## src/sedp_pkg.sv

```systemverilog
// Shared types, codes and reset constants for the slot edge peak detector.
package sedp_pkg;

    localparam int COUNT_W = 6;

    typedef enum logic [1:0] {
        PH_WAIT = 2'd0,
        PH_NEG  = 2'd1,
        PH_POS  = 2'd2
    } phase_t;

    typedef enum logic [1:0] {
        SQ_IDLE = 2'd0,
        SQ_READ = 2'd1,
        SQ_EMIT = 2'd2
    } seq_t;

    localparam logic OP_SAMPLE = 1'b0;
    localparam logic OP_CLEAR  = 1'b1;

    localparam logic [2:0] KIND_NONE    = 3'd0;
    localparam logic [2:0] KIND_START   = 3'd1;
    localparam logic [2:0] KIND_SLOT    = 3'd2;
    localparam logic [2:0] KIND_REPORT  = 3'd3;
    localparam logic [2:0] KIND_IGNORED = 3'd4;

    localparam logic [2:0] REG_AMBIENT = 3'd0;
    localparam logic [2:0] REG_LOWER   = 3'd1;
    localparam logic [2:0] REG_UPPER   = 3'd2;
    localparam logic [2:0] REG_END_GAP = 3'd3;
    localparam logic [2:0] REG_OFFSET  = 3'd4;

    localparam logic [9:0]         AMBIENT_RST = 10'd40;
    localparam logic signed [10:0] LOWER_RST   = 11'sd100;
    localparam logic signed [10:0] UPPER_RST   = 11'sd400;
    localparam logic [15:0]        END_GAP_RST = 16'd200;
    localparam logic signed [15:0] OFFSET_RST  = 16'sd0;

endpackage

```

## src/sedp_ram.sv

```systemverilog
// Generic single-port-write, single-port-read RAM with registered read data.
module sedp_ram #(
    parameter int WIDTH = 32,
    parameter int DEPTH = 32
) (
    input  logic                                   clk,
    input  logic                                   we,
    input  logic [(DEPTH > 1 ? $clog2(DEPTH) : 1)-1:0] waddr,
    input  logic [WIDTH-1:0]                       wdata,
    input  logic                                   re,
    input  logic [(DEPTH > 1 ? $clog2(DEPTH) : 1)-1:0] raddr,
    output logic [WIDTH-1:0]                       rdata
);

    logic [WIDTH-1:0] mem [DEPTH];

    always_ff @(posedge clk)
    begin
        if (we)
        begin
            mem[waddr] <= wdata;
        end
        if (re)
        begin
            rdata <= mem[raddr];
        end
    end

endmodule

```

## src/slot_edge_peak_detector_top.sv

```systemverilog
// Slot edge peak detector: top level with phase tracking, slot store and end report.
//
// Each input beat gives one result beat, but one that ends a board with slots stored
// gives the end report instead; the next input beat is taken once the output register
// is free and no end report runs. The end of a board walks the slot store through the
// single read port of the RAM, reading then emitting each stored slot (an emit waits for
// a free output register), with s_tready low throughout. A result is held in one output
// register, so a stalled m_tready stalls the input only once that register is full.
module slot_edge_peak_detector_top #(
    parameter int SLOT_DEPTH = 32
) (
    input  logic        clk,
    input  logic        rst_n,
    // configuration write port
    input  logic        cfg_we,
    input  logic [2:0]  cfg_index,
    input  logic [15:0] cfg_data,
    // input stream
    input  logic        s_tvalid,
    output logic        s_tready,
    input  logic [47:0] s_tdata,  // [9:0] sample, [41:10] position, rest zero
    input  logic [0:0]  s_tuser,  // [0] opcode
    // result stream
    output logic        m_tvalid,
    input  logic        m_tready,
    output logic [55:0] m_tdata,  // [31:0] slot_position, [42:32] peak_level,
                                  // [48:43] slot_count, [49] overflow, rest zero
    output logic [2:0]  m_tuser,  // [2:0] kind
    output logic        m_tlast
);

    import sedp_pkg::*;

    localparam int CW = $clog2(SLOT_DEPTH + 1);
    localparam int AW = (SLOT_DEPTH > 1) ? $clog2(SLOT_DEPTH) : 1;

    // configuration
    logic [9:0]         ambient_reg;
    logic signed [10:0] lower_reg;
    logic signed [10:0] upper_reg;
    logic [15:0]        end_gap_reg;
    logic signed [15:0] offset_reg;

    // detector state
    phase_t             phase_reg, phase_next;
    logic signed [31:0] trig_pos_reg, trig_pos_next;
    logic signed [10:0] peak_resp_reg, peak_resp_next;
    logic signed [31:0] peak_pos_reg, peak_pos_next;
    logic [CW-1:0]      count_reg, count_next;
    logic               done_reg, done_next;
    logic               dropped_reg, dropped_next;

    // report sequencer
    seq_t               seq_reg, seq_next;
    logic [CW-1:0]      rd_idx_reg, rd_idx_next;

    // output register
    logic               out_valid_reg;
    logic [2:0]         out_kind_reg;
    logic signed [31:0] out_pos_reg;
    logic signed [10:0] out_peak_reg;
    logic [COUNT_W-1:0] out_count_reg;
    logic               out_ovf_reg;
    logic               out_last_reg;

    // item datapath
    logic               accept;
    logic               out_free;
    logic               opcode;
    logic [9:0]         sample;
    logic signed [31:0] position;
    logic signed [10:0] resp;
    logic signed [32:0] travel;
    logic [2:0]         res_kind;
    logic signed [31:0] res_pos;
    logic signed [10:0] res_peak;
    logic               start_report;
    logic               ram_we;
    logic               ram_re;
    logic [31:0]        ram_rdata;
    logic               last_entry;
    logic               emit_entry;
    logic [6:0]         count_wide;
    logic [6:0]         count_now_wide;
    logic signed [31:0] report_pos;

    assign opcode   = s_tuser[0];
    assign sample   = s_tdata[9:0];
    assign position = s_tdata[41:10];

    assign out_free = !out_valid_reg || m_tready;
    assign s_tready = (seq_reg == SQ_IDLE) && out_free;
    assign accept   = s_tvalid && s_tready;

    assign resp   = $signed({1'b0, sample}) - $signed({1'b0, ambient_reg});
    assign travel = $signed({position[31], position}) - $signed({trig_pos_reg[31], trig_pos_reg});

    // configuration writes
    always_ff @(posedge clk or negedge rst_n)
    begin
        if (!rst_n)
        begin
            ambient_reg <= AMBIENT_RST;
            lower_reg   <= LOWER_RST;
            upper_reg   <= UPPER_RST;
            end_gap_reg <= END_GAP_RST;
            offset_reg  <= OFFSET_RST;
        end
        else if (cfg_we)
        begin
            case (cfg_index)
                REG_AMBIENT: ambient_reg <= cfg_data[9:0];
                REG_LOWER:   lower_reg   <= $signed(cfg_data[10:0]);
                REG_UPPER:   upper_reg   <= $signed(cfg_data[10:0]);
                REG_END_GAP: end_gap_reg <= cfg_data;
                REG_OFFSET:  offset_reg  <= $signed(cfg_data);
                default:     ;
            endcase
        end
    end

    // per-beat detector step
    always_comb
    begin
        phase_next     = phase_reg;
        trig_pos_next  = trig_pos_reg;
        peak_resp_next = peak_resp_reg;
        peak_pos_next  = peak_pos_reg;
        count_next     = count_reg;
        done_next      = done_reg;
        dropped_next   = dropped_reg;
        res_kind       = KIND_NONE;
        res_pos        = '0;
        res_peak       = '0;
        start_report   = 1'b0;
        ram_we         = 1'b0;

        if (opcode == OP_CLEAR)
        begin
            count_next   = '0;
            done_next    = 1'b0;
            dropped_next = 1'b0;
            phase_next   = PH_WAIT;
        end
        else if (done_reg)
        begin
            res_kind = KIND_IGNORED;
        end
        else
        begin
            case (phase_reg)
                PH_NEG:
                begin
                    if (resp > upper_reg)
                    begin
                        phase_next     = PH_POS;
                        trig_pos_next  = position;
                        peak_resp_next = '0;
                        peak_pos_next  = '0;
                    end
                end
                PH_POS:
                begin
                    if (resp > peak_resp_reg)
                    begin
                        peak_resp_next = resp;
                        peak_pos_next  = position;
                    end
                    if (resp < lower_reg)
                    begin
                        phase_next    = PH_NEG;
                        trig_pos_next = position;
                        if (count_reg < CW'(SLOT_DEPTH))
                        begin
                            ram_we     = 1'b1;
                            count_next = count_reg + CW'(1);
                        end
                        else
                        begin
                            dropped_next = 1'b1;
                        end
                        res_kind = KIND_SLOT;
                        res_pos  = peak_pos_next;
                        res_peak = peak_resp_next;
                    end
                    else if (travel > $signed({17'd0, end_gap_reg}))
                    begin
                        phase_next    = PH_WAIT;
                        trig_pos_next = position;
                        done_next     = 1'b1;
                        if (count_reg == '0)
                        begin
                            res_kind = KIND_REPORT;
                        end
                        else
                        begin
                            start_report = 1'b1;
                        end
                    end
                end
                default:
                begin
                    // wait for board start; the unused code lands here too
                    phase_next = PH_WAIT;
                    if (resp < lower_reg)
                    begin
                        phase_next    = PH_NEG;
                        trig_pos_next = position;
                        res_kind      = KIND_START;
                    end
                end
            endcase
        end
    end

    always_ff @(posedge clk or negedge rst_n)
    begin
        if (!rst_n)
        begin
            phase_reg     <= PH_WAIT;
            trig_pos_reg  <= '0;
            peak_resp_reg <= '0;
            peak_pos_reg  <= '0;
            count_reg     <= '0;
            done_reg      <= 1'b0;
            dropped_reg   <= 1'b0;
        end
        else if (accept)
        begin
            phase_reg     <= phase_next;
            trig_pos_reg  <= trig_pos_next;
            peak_resp_reg <= peak_resp_next;
            peak_pos_reg  <= peak_pos_next;
            count_reg     <= count_next;
            done_reg      <= done_next;
            dropped_reg   <= dropped_next;
        end
    end

    sedp_ram #(
        .WIDTH (32),
        .DEPTH (SLOT_DEPTH)
    ) u_store (
        .clk   (clk),
        .we    (accept && ram_we),
        .waddr (count_reg[AW-1:0]),
        .wdata (peak_pos_next),
        .re    (ram_re),
        .raddr (rd_idx_reg[AW-1:0]),
        .rdata (ram_rdata)
    );

    assign last_entry = (CW'(rd_idx_reg + CW'(1)) == count_reg);
    assign emit_entry = (seq_reg == SQ_EMIT) && out_free;

    // report sequencer: next state
    always_comb
    begin
        seq_next    = seq_reg;
        rd_idx_next = rd_idx_reg;
        case (seq_reg)
            SQ_IDLE:
            begin
                if (accept && start_report)
                begin
                    seq_next    = SQ_READ;
                    rd_idx_next = '0;
                end
            end
            SQ_READ:
            begin
                seq_next = SQ_EMIT;
            end
            SQ_EMIT:
            begin
                if (out_free)
                begin
                    rd_idx_next = CW'(rd_idx_reg + CW'(1));
                    seq_next    = last_entry ? SQ_IDLE : SQ_READ;
                end
            end
            default:
            begin
                seq_next = SQ_IDLE;
            end
        endcase
    end

    // report sequencer: outputs
    always_comb
    begin
        ram_re = 1'b0;
        case (seq_reg)
            SQ_READ: ram_re = 1'b1;
            default: ram_re = 1'b0;
        endcase
    end

    always_ff @(posedge clk or negedge rst_n)
    begin
        if (!rst_n)
        begin
            seq_reg    <= SQ_IDLE;
            rd_idx_reg <= '0;
        end
        else
        begin
            seq_reg    <= seq_next;
            rd_idx_reg <= rd_idx_next;
        end
    end

    assign count_wide     = 7'(count_next);
    assign count_now_wide = 7'(count_reg);
    assign report_pos     = $signed(ram_rdata) + 32'(offset_reg);

    // output register
    always_ff @(posedge clk or negedge rst_n)
    begin
        if (!rst_n)
        begin
            out_valid_reg <= 1'b0;
        end
        else if ((accept && !start_report) || emit_entry)
        begin
            out_valid_reg <= 1'b1;
        end
        else if (m_tready)
        begin
            out_valid_reg <= 1'b0;
        end
    end

    always_ff @(posedge clk)
    begin
        if (accept && !start_report)
        begin
            out_kind_reg  <= res_kind;
            out_pos_reg   <= res_pos;
            out_peak_reg  <= res_peak;
            out_count_reg <= count_wide[COUNT_W-1:0];
            out_ovf_reg   <= dropped_next;
            out_last_reg  <= 1'b1;
        end
        else if (emit_entry)
        begin
            out_kind_reg  <= KIND_REPORT;
            out_pos_reg   <= report_pos;
            out_peak_reg  <= '0;
            out_count_reg <= count_now_wide[COUNT_W-1:0];
            out_ovf_reg   <= dropped_reg;
            out_last_reg  <= last_entry;
        end
    end

    assign m_tvalid = out_valid_reg;
    assign m_tuser  = out_kind_reg;
    assign m_tlast  = out_last_reg;
    assign m_tdata  = {6'd0, out_ovf_reg, out_count_reg, out_peak_reg, out_pos_reg};

`ifndef SYNTHESIS
    a_store_in_range: assert property (@(posedge clk) disable iff (!rst_n)
        (accept && ram_we) |-> (count_reg < CW'(SLOT_DEPTH)))
        else $error("slot store written beyond its depth");

    a_report_nonempty: assert property (@(posedge clk) disable iff (!rst_n)
        (seq_reg != SQ_IDLE) |-> (count_reg != '0 && rd_idx_reg < count_reg))
        else $error("report walks past the stored slots");

    a_report_beat: assert property (@(posedge clk) disable iff (!rst_n)
        emit_entry |=> (out_valid_reg && out_kind_reg == KIND_REPORT))
        else $error("report entry not loaded into output register");

    a_report_done: assert property (@(posedge clk) disable iff (!rst_n)
        (seq_reg != SQ_IDLE) |-> done_reg)
        else $error("report running while board not done");
`endif

endmodule

```

## config.mk

```make
export PLATFORM = sky130hd
export DESIGN_NAME = slot_edge_peak_detector_top
export DESIGN_NICKNAME = d
export VERILOG_FILES = /design/src/sedp_pkg.sv /design/src/sedp_ram.sv /design/src/slot_edge_peak_detector_top.sv
export SDC_FILE = /design/constraint.sdc
export NUM_CORES = 2
export LEC_CHECK = 0
export BUFFER_PORTS_ARGS = -buffer_cell sky130_fd_sc_hd__buf_2
export CAP_MARGIN = 10
export CORE_MARGIN = 3
export CORE_UTILIZATION = 45
export CTS_BUF_LIST = sky130_fd_sc_hd__clkbuf_16
export CTS_CLUSTER_SIZE = 40
export DETAILED_ROUTE_END_ITERATION = 10
export PLACE_DENSITY_LB_ADDON = 0.15
export SYNTH_ARGS = -nofsm -noshare
export SYNTH_HDL_FRONTEND = slang
export SYNTH_SLANG_ARGS = --single-unit
```

## constraint.sdc

```tcl
create_clock -name clk -period 8.95 [get_ports clk]
set_input_delay 0.4475 -clock clk [delete_from_list [all_inputs] [get_ports clk]]
set_output_delay 0.4475 -clock clk [all_outputs]
set_load 0.005 [all_outputs]
```

# --- After elaboration in Yosys (flattened, before gate mapping) ---
# Memory sizes are Yosys's and may differ from the RTL's. A register that Yosys moved wholly into a read port is not among the register bits.
# Cells that the tools add are included.
classes:
  addsub: 5
  magnitude_cmp: 5
  n_eq_ne: 16
  mux: 83
  bitwise: 2
  n_reduce_logical: 28
op_table:
  columns: ["cell", "count"]
  rows:
  - ["2-to-1 mux 32 bit", 14]
  - ["case mux 32 bit (2 select lines)", 2]
  - ["2-to-1 mux 11 bit", 8]
  - ["2-to-1 mux 6 bit", 9]
  - ["> comparator 33 x 17 -> 1 bit", 1]
  - ["subtractor 32 x 32 -> 33 bit", 1]
  - ["adder 32 x 16 -> 32 bit", 1]
  - ["2-to-1 mux 1 bit", 31]
  - ["> comparator 11 bit", 2]
  - ["case mux 11 bit (2 select lines)", 1]
  - ["2-to-1 mux 2 bit", 10]
  - ["adder 6 x 1 -> 6 bit (second input constant)", 2]
  - ["2-to-1 mux 3 bit", 4]
  - ["case mux 6 bit (2 select lines)", 1]
  - ["AND reduction 2 bit", 6]
  - ["less-than comparator 11 bit", 1]
  - ["subtractor 10 x 10 -> 11 bit", 1]
  - ["case mux 2 bit (2 select lines)", 2]
  - ["nonzero test 2 bit", 4]
  - ["equality test 3 x 2 -> 1 bit (second input constant)", 2]
  - ["equality test 6 bit", 1]
  - ["logical AND 1 bit", 6]
  - ["zero test 6 bit", 1]
  - ["less-than comparator 6 bit (second input constant)", 1]
  - ["19 further kinds", 27]
word_totals:
  reg_bits: 212
  mem_bits_rw: 1024
  out_inout_bits: 62
  mem_count: 1
mem_list:
  columns: ["memory", "depth", "width", "rd", "rd_clocked_by_memory_dff", "write_ports", "line_no", "source"]
  rows:
  - ["u_store.mem", 32, 32, 1, 1, 1, "sedp_ram.sv:15", "logic [WIDTH-1:0] mem [DEPTH];"]

# --- Depth between registers and ports, before layout ---
depth:
  word_depth: 11
  mapped_depth: 25
  mapped_depth_nobuf: 23

# --- Modules after synthesis ---
# A second synthesis with hierarchy kept.
unflattened:
  hier_cells: 3753
  hier_area_um2: 55454.4
modules_own_cells:
  columns: ["mod", "n_inst", "cells_per_inst", "area_each_um2"]
  rows:
  - ["sedp_ram", 1, 2260, 40812.9]
  - ["slot_edge_peak_detector_top", 1, 1493, 14641.5]

# --- Worst setup path after synthesis ---
# Ideal clock, no wire load.
synth_path:
  path_kind: "input to register"
  startpoint: "in s_tdata[0]"
  endpoint: "mem u_store.mem[29][0], enable pin"
  t_arrival_ns: 5.653
  required_ns: 8.529
  path_slack_ns: 2.876
  stages: 21
  n_path_buf: 0
  cell_sequence: "inv_1 > ha_1 > inv_1 > fa_1 > a21o_1 > a21oi_1 > o21ai_0 > a21oi_1 > nand2b_1 > a21boi_0 > nor2_1 > xnor2_1 > ha_1 > nor2b_1 > o21ai_0 > a41oi_1 > nor4_1 > nand2_1 > nor2_1 > nand2_1 > nor2_1"
synth_via:
  elab_chain_cells: 9
synth_rtl:
  columns: ["item", "line_no", "source"]
  rows:
  - ["from (decl)", "slot_edge_peak_detector_top.sv:21", "input logic [47:0] s_tdata,"]
  - ["subtractor 10 x 10 -> 11 bit", "slot_edge_peak_detector_top.sv:95", "assign resp = $signed({1'b0, sample}) - $signed({1'b0, ambient_reg});"]
  - ["less-than comparator 11 bit", "slot_edge_peak_detector_top.sv:169", "if (resp < lower_reg)"]
  - ["2-to-1 mux 1 bit", "slot_edge_peak_detector_top.sv:169", null]
  - ["2-to-1 mux 1 bit", "slot_edge_peak_detector_top.sv:151", "case (phase_reg)"]
  - ["2-to-1 mux 1 bit", "slot_edge_peak_detector_top.sv:145", "else if (done_reg)"]
  - ["2-to-1 mux 1 bit", "slot_edge_peak_detector_top.sv:138", "if (opcode == OP_CLEAR)"]
  - ["logical AND 1 bit", "slot_edge_peak_detector_top.sv:245", ".we (accept && ram_we),"]
  - ["2-to-1 mux 1 bit", "sedp_ram.sv:19", "if (we)"]
  - ["2-to-1 mux 1 bit (not written as such)", "sedp_ram.sv:21", "mem[waddr] <= wdata;"]
  - ["to (decl)", "sedp_ram.sv:15", null]
# Every way passes these cells.

# --- Final worst setup path ---
layout_path:
  startpoint: "reg ambient_reg[1]"
  endpoint: "mem u_store.mem[3][18], enable pin"
layout_via:
  elab_chain_cells: 9
layout_rtl:
  columns: ["item", "line_no", "source"]
  rows:
  - ["from (decl)", "slot_edge_peak_detector_top.sv:38", "logic [9:0] ambient_reg;"]
  - ["from (signal assigned)", "slot_edge_peak_detector_top.sv:112", "REG_AMBIENT: ambient_reg <= cfg_data[9:0];"]
  - ["subtractor 10 x 10 -> 11 bit", "slot_edge_peak_detector_top.sv:95", null]
  - ["less-than comparator 11 bit", "slot_edge_peak_detector_top.sv:169", null]
  - ["2-to-1 mux 1 bit", "slot_edge_peak_detector_top.sv:169", null]
  - ["2-to-1 mux 1 bit", "slot_edge_peak_detector_top.sv:151", null]
  - ["2-to-1 mux 1 bit", "slot_edge_peak_detector_top.sv:145", null]
  - ["2-to-1 mux 1 bit", "slot_edge_peak_detector_top.sv:138", null]
  - ["logical AND 1 bit", "slot_edge_peak_detector_top.sv:245", null]
  - ["2-to-1 mux 1 bit", "sedp_ram.sv:19", null]
  - ["2-to-1 mux 1 bit (not written as such)", "sedp_ram.sv:21", null]
# Every way passes these cells.

==> flow_summary.html <==
<table>
<tr><th>Metric</th><th>Value</th></tr>
<tr><th colspan="2">Routing</th></tr>
<tr><td>Wire length reported by the detailed router</td><td>132 mm</td></tr>
<tr><td>Total number of vias</td><td>29,130</td></tr>
<tr><td>Violation count after the first detailed-routing iteration</td><td>2,539</td></tr>
<tr><td>DRC violations left</td><td>0</td></tr>
<tr><td>Detail Route Antenna Nets</td><td>0</td></tr>
<tr><td>Number of vias per cell after detailed routing</td><td>5.79</td></tr>
<tr><td>Number of detailed-routing iterations run before antenna repair</td><td>5</td></tr>
<tr><td>Average wire per cell in the routed design</td><td>26.2 µm</td></tr>
<tr><th colspan="2">Clock network</th></tr>
<tr><td>Buffer type at the clock tree root</td><td>clkbuf_16</td></tr>
<tr><td>CTS H-Tree Depth</td><td>4</td></tr>
<tr><td>PostCTS Resize Cnt</td><td>0</td></tr>
<tr><td>Clk sinks</td><td>1,268</td></tr>
<tr><td>Clock tree from TritonCTS</td><td>done</td></tr>
<tr><td>Clock latency on the worst-skew pair</td><td>730 ps</td></tr>
<tr><td>Buffers from clock root to sink, at most</td><td>3</td></tr>
<tr><td>Clock-pin slew reported for the worst setup and hold paths after clock tree synthesis</td><td>60 ps</td></tr>
<tr><td>CTS Buf Count</td><td>136</td></tr>
<tr><th colspan="2">Place</th></tr>
<tr><td>Final HPWL from detailed placement</td><td>83.8 mm</td></tr>
<tr><td>Count of placed standard cells including taps</td><td>4,747</td></tr>
<tr><td>Buffers added on ports</td><td>122</td></tr>
<tr><td>RePlAce Congestion</td><td>0.910</td></tr>
<tr><th colspan="2">Hold path</th></tr>
<tr><td>Min-Delay Path Depth</td><td>3</td></tr>
<tr><td>Path type of the worst min-delay path</td><td>in2reg</td></tr>
<tr><td>Hold worst-path end</td><td>lower_reg[2]</td></tr>
<tr><td>Worst Min Path Start</td><td>cfg_data[2]</td></tr>
<tr><th colspan="2">Worst setup path</th></tr>
<tr><td>Critical register-to-register path endpoint</td><td>u_store.mem[3][18]</td></tr>
<tr><td>Worst reg2reg path depth</td><td>20</td></tr>
<tr><td>Worst Setup End Kind</td><td>register</td></tr>
<tr><td>Reg-to-reg setup timing slack</td><td>1870 ps</td></tr>
<tr><td>Setup Crit Path Kind</td><td>reg2reg</td></tr>
<tr><td>Endpoint required time on the critical path</td><td>9370 ps</td></tr>
<tr><td>Worst endpoint data arrival time</td><td>7500 ps</td></tr>
<tr><td>Worst reg2reg startpoint</td><td>ambient_reg[1]</td></tr>
<tr><td>CP Max Fanout</td><td>21</td></tr>
<tr><td>Crit path launch type</td><td>register</td></tr>
<tr><th colspan="2">STA</th></tr>
<tr><td>Top achievable clock speed</td><td>0.141 GHz</td></tr>
<tr><td>Worst clock skew</td><td>38.6 ps</td></tr>
<tr><td>Setup repair after global routing missed its margin</td><td>no</td></tr>
<tr><td>Final hold violation count</td><td>0</td></tr>
<tr><td>Actual slew at the worst max-slew pin</td><td>1210 ps</td></tr>
<tr><td>Final critical path time including I/O delays and setup</td><td>7080 ps</td></tr>
<tr><td>Total Negative Setup Slacks</td><td>0 ps</td></tr>
<tr><td>Total count of max-transition violations in the final report</td><td>0</td></tr>
<tr><td>Setup violation total in the final timing report</td><td>0</td></tr>
<tr><td>Part of the cycle the worst path needs</td><td>79.1%</td></tr>
<tr><td>Worst slew margin</td><td>19.4%</td></tr>
<tr><th colspan="2">Logic synthesis</th></tr>
<tr><td>Area of the mapped netlist</td><td>54,800 µm²</td></tr>
<tr><td>Most common cell in the netlist</td><td>edfxtp_1</td></tr>
<tr><td>Cell accounting for the most synthesized area</td><td>edfxtp_1</td></tr>
<tr><td>Synth Warn #</td><td>0</td></tr>
<tr><td>Most common library cells after synthesis</td><td>edfxtp_1, mux4_2, nand2_1</td></tr>
<tr><td>Share of the synthesized area in the top cell type</td><td>60.8%</td></tr>
<tr><td>Mapped Avg Cell Area</td><td>17.7 µm²</td></tr>
<tr><td>Cell count after synthesis</td><td>3,098</td></tr>
<tr><td>Share of the yosys chip area belonging to registers</td><td>68.1%</td></tr>
<tr><td>Synth Register Bits</td><td>1,268</td></tr>
<tr><td>Number of flops mapped to enable cells by yosys</td><td>1,109</td></tr>
<tr><td>FFs w/ async S/R, synth</td><td>12.5%</td></tr>
<tr><td>Leading register cell type out of synthesis</td><td>edfxtp_1</td></tr>
<tr><td>Synth cell types</td><td>86</td></tr>
<tr><td>Top cells by area in the synthesized netlist</td><td>edfxtp_1, mux4_2, dfrtp_1, ha_1, mux2_2</td></tr>
<tr><th colspan="2">Run status</th></tr>
<tr><td>Result of the run</td><td>completed</td></tr>
<tr><th colspan="2">Die</th></tr>
<tr><td>Width of the die</td><td>355 µm</td></tr>
<tr><td>Full die area</td><td>126,000 µm²</td></tr>
<tr><td>DIE HEIGHT</td><td>355 µm</td></tr>
<tr><td>Starting utilization of the core area</td><td>45.5%</td></tr>
<tr><td>Row Count</td><td>127</td></tr>
<tr><td>Standard cell core area</td><td>120,000 µm²</td></tr>
<tr><td>Boundary Pins</td><td>135</td></tr>
<tr><th colspan="2">Finish</th></tr>
<tr><td>Filler cell count in the final layout</td><td>9,753</td></tr>
<tr><td>NumNets Final</td><td>3,518</td></tr>
<tr><td>Number of flip-flops in the largest register</td><td>1,024</td></tr>
<tr><td>Area of all sequential standard cells</td><td>37,300 µm²</td></tr>
<tr><td>Fraction of final layout cells sized beyond drive strength 1</td><td>26.6%</td></tr>
<tr><td>Post-synthesis to final-layout area growth</td><td>14.3%</td></tr>
<tr><td>Post-layout instance count excluding filler cells</td><td>5,033</td></tr>
<tr><td>Area occupied by multi-input gates</td><td>16,700 µm²</td></tr>
<tr><td>Largest reg by FF count</td><td>u_store.mem</td></tr>
<tr><th colspan="2">Global route</th></tr>
<tr><td>Total grt overflow</td><td>0</td></tr>
<tr><td>GR Util met1</td><td>30.4%</td></tr>
<tr><td>Number of global-route vias before repair</td><td>29,848</td></tr>
<tr><td>Overall routing resource usage</td><td>21.1%</td></tr>
<tr><td>Fraction of met3 tracks used by global routing</td><td>3.21%</td></tr>
<tr><td>Initial antenna violation count</td><td>2</td></tr>
<tr><td>Largest net degree at the start of global routing</td><td>151</td></tr>
<tr><td>Met2 track demand over resource in global routing</td><td>33.7%</td></tr>
<tr><td>Most heavily used metal layer in global routing</td><td>met2</td></tr>
<tr><td>Global-route wire length before repair</td><td>197 mm</td></tr>
<tr><th colspan="2">Pwr</th></tr>
<tr><td>Power density relative to cell area</td><td>288 nW/µm²</td></tr>
<tr><td>Switching power</td><td>5590 µW</td></tr>
<tr><td>Sequential Power Share</td><td>40.3%</td></tr>
<tr><td>Sw Share</td><td>31.1%</td></tr>
<tr><td>Internal power summed over all cells</td><td>12,400 µW</td></tr>
<tr><td>Clock network fraction of total power</td><td>30.4%</td></tr>
<tr><td>Leakage power</td><td>0.0232 µW</td></tr>
<tr><td>Relative contribution of combinational cells to total power</td><td>29.2%</td></tr>
<tr><td>Worst IR drop on VDD</td><td>0.215 mV</td></tr>
<tr><th colspan="2">Run</th></tr>
<tr><td># Max-Cap Violations</td><td>0</td></tr>
</table>
-- worst max path at each step --
stage	start	end	slack, ps	cells after the start
floorplan	s_tdata[0]	u_store.mem[29][0]	2880	21
global placement	s_tdata[0]	u_store.mem[2][20]	1680	23
detailed placement	s_tdata[0]	u_store.mem[3][20]	1630	23
CTS	ambient_reg[1]	u_store.mem[3][18]	1870	20
finish	ambient_reg[1]	u_store.mem[3][18]	1870	20
global route	ambient_reg[1]	u_store.mem[3][18]	1120	20
-- power groups by stage --
stage	Combinational, µW	Clock (µW)	Sequential (µW)
floorplan	3760	0	7240
global placement	5160	0	7380
detailed placement	5240	0	7400
CTS	5270	5620	7280
global route	5740	5850	7310
finish	5260	5480	7270
-- layer usage --
metal  routed length, µm  share of wire, %
met5                   0                 0
met4                3110               2.4
met3                7440               5.6
met2               62900                48
met1               58500                44
-- cell families (layout without fill, tap and decap cells) --
logic type / count (synthesis) / in the layout / synth area share (%)
buffers and inverters: 278 / 594 / 2.14
adders and majority gates: 131 / 131 / 3.03
xor gates and xnor gates: 56 / 56 / 0.895
AOI/OAI and AO/OA: 406 / 406 / 5.10
muxes: 496 / 496 / 16.8
and+or+nand+nor: 462 / 462 / 3.94
other: 1 / 8 / 0.00685
DFF: 1268 / 1268 / 68.1
-- critical path, cell delays in order (launching register included) --
cell and delay [ps]:
dfrtp_1 360, inv_1 110, ha_1 250, nor2b_1 130, o21ai_0 210, a21oi_1 130
o21ai_0 210, a21boi_0 140, o21ai_0 240, nand2_1 130, o211ai_1 510, ha_1 350
and3_1 190, o221ai_1 80, a41oi_1 430, nor4_1 900, nand2_1 210, nor2_1 300
nand2_1 570, nor2_4 900, buf_4 370
-- placed cells by master (no fill, tap or decap), drive strengths merged, types with 7 or more instances in the layout --
| cell type | instances |
|---|---|
| a211oi | 7 |
| a21o | 25 |
| a21oi | 86 |
| a22o | 63 |
| a22oi | 9 |
| a31oi | 10 |
| and3 | 10 |
| buf | 203 |
| bufinv | 11 |
| clkbuf | 140 |
| clkinv | 51 |
| dfrtp | 147 |
| dfstp | 11 |
| dlygate4sd3 | 23 |
| edfxtp | 1109 |
| ha | 128 |
| inv | 160 |
| mux2 | 108 |
| mux2i | 68 |
| mux4 | 320 |
| nand2 | 154 |
| nand2b | 20 |
| nand3 | 36 |
| nand4 | 20 |
| nor2 | 130 |
| nor2b | 20 |
| nor3 | 23 |
| nor3b | 9 |
| o21a | 13 |
| o21ai | 117 |
| o2bb2ai | 9 |
| or3 | 11 |
| xnor2 | 33 |
| xor2 | 23 |
-- what timing repair did --
| item | in CTS | in global routing |
|---|---|---|
| hold endpoints to repair | 76 | 0 |
| hold buffers | 23 | 0 |
| setup buffers | 0 | 0 |
| endpoints found under the setup margin | 0 | 0 |
-- area by class of cell --
class	count	share of cell area, %
inverter	124	0.744
tap	1612	3.22
clock inverter	104	1.43
antenna	2	0.00800
multi-input combinational	1557	26.6
sequential	1268	59.6
clock buffer	139	5.56
timing repair buffer	227	2.83
-- per-stage QoR --
stage | area, µm² | total power [µW] | hold WS, ps | worst slack, ps | util [%]
CTS | 62200 | 18200 | 2.76 | 1870 | 51.6
detailed placement | 57600 | 12600 | 465 | 1630 | 47.8
floorplan | 54800 | 11000 | 152 | 2880 | -
finish | 62600 | 18000 | 52.5 | 1870 | 52.0
global route | 62600 | 18900 | 18.4 | 1120 | 52.0
global placement | 57600 | 12500 | 458 | 1680 | 47.8
No activity file was read; power rests on OpenSTA's default activity.
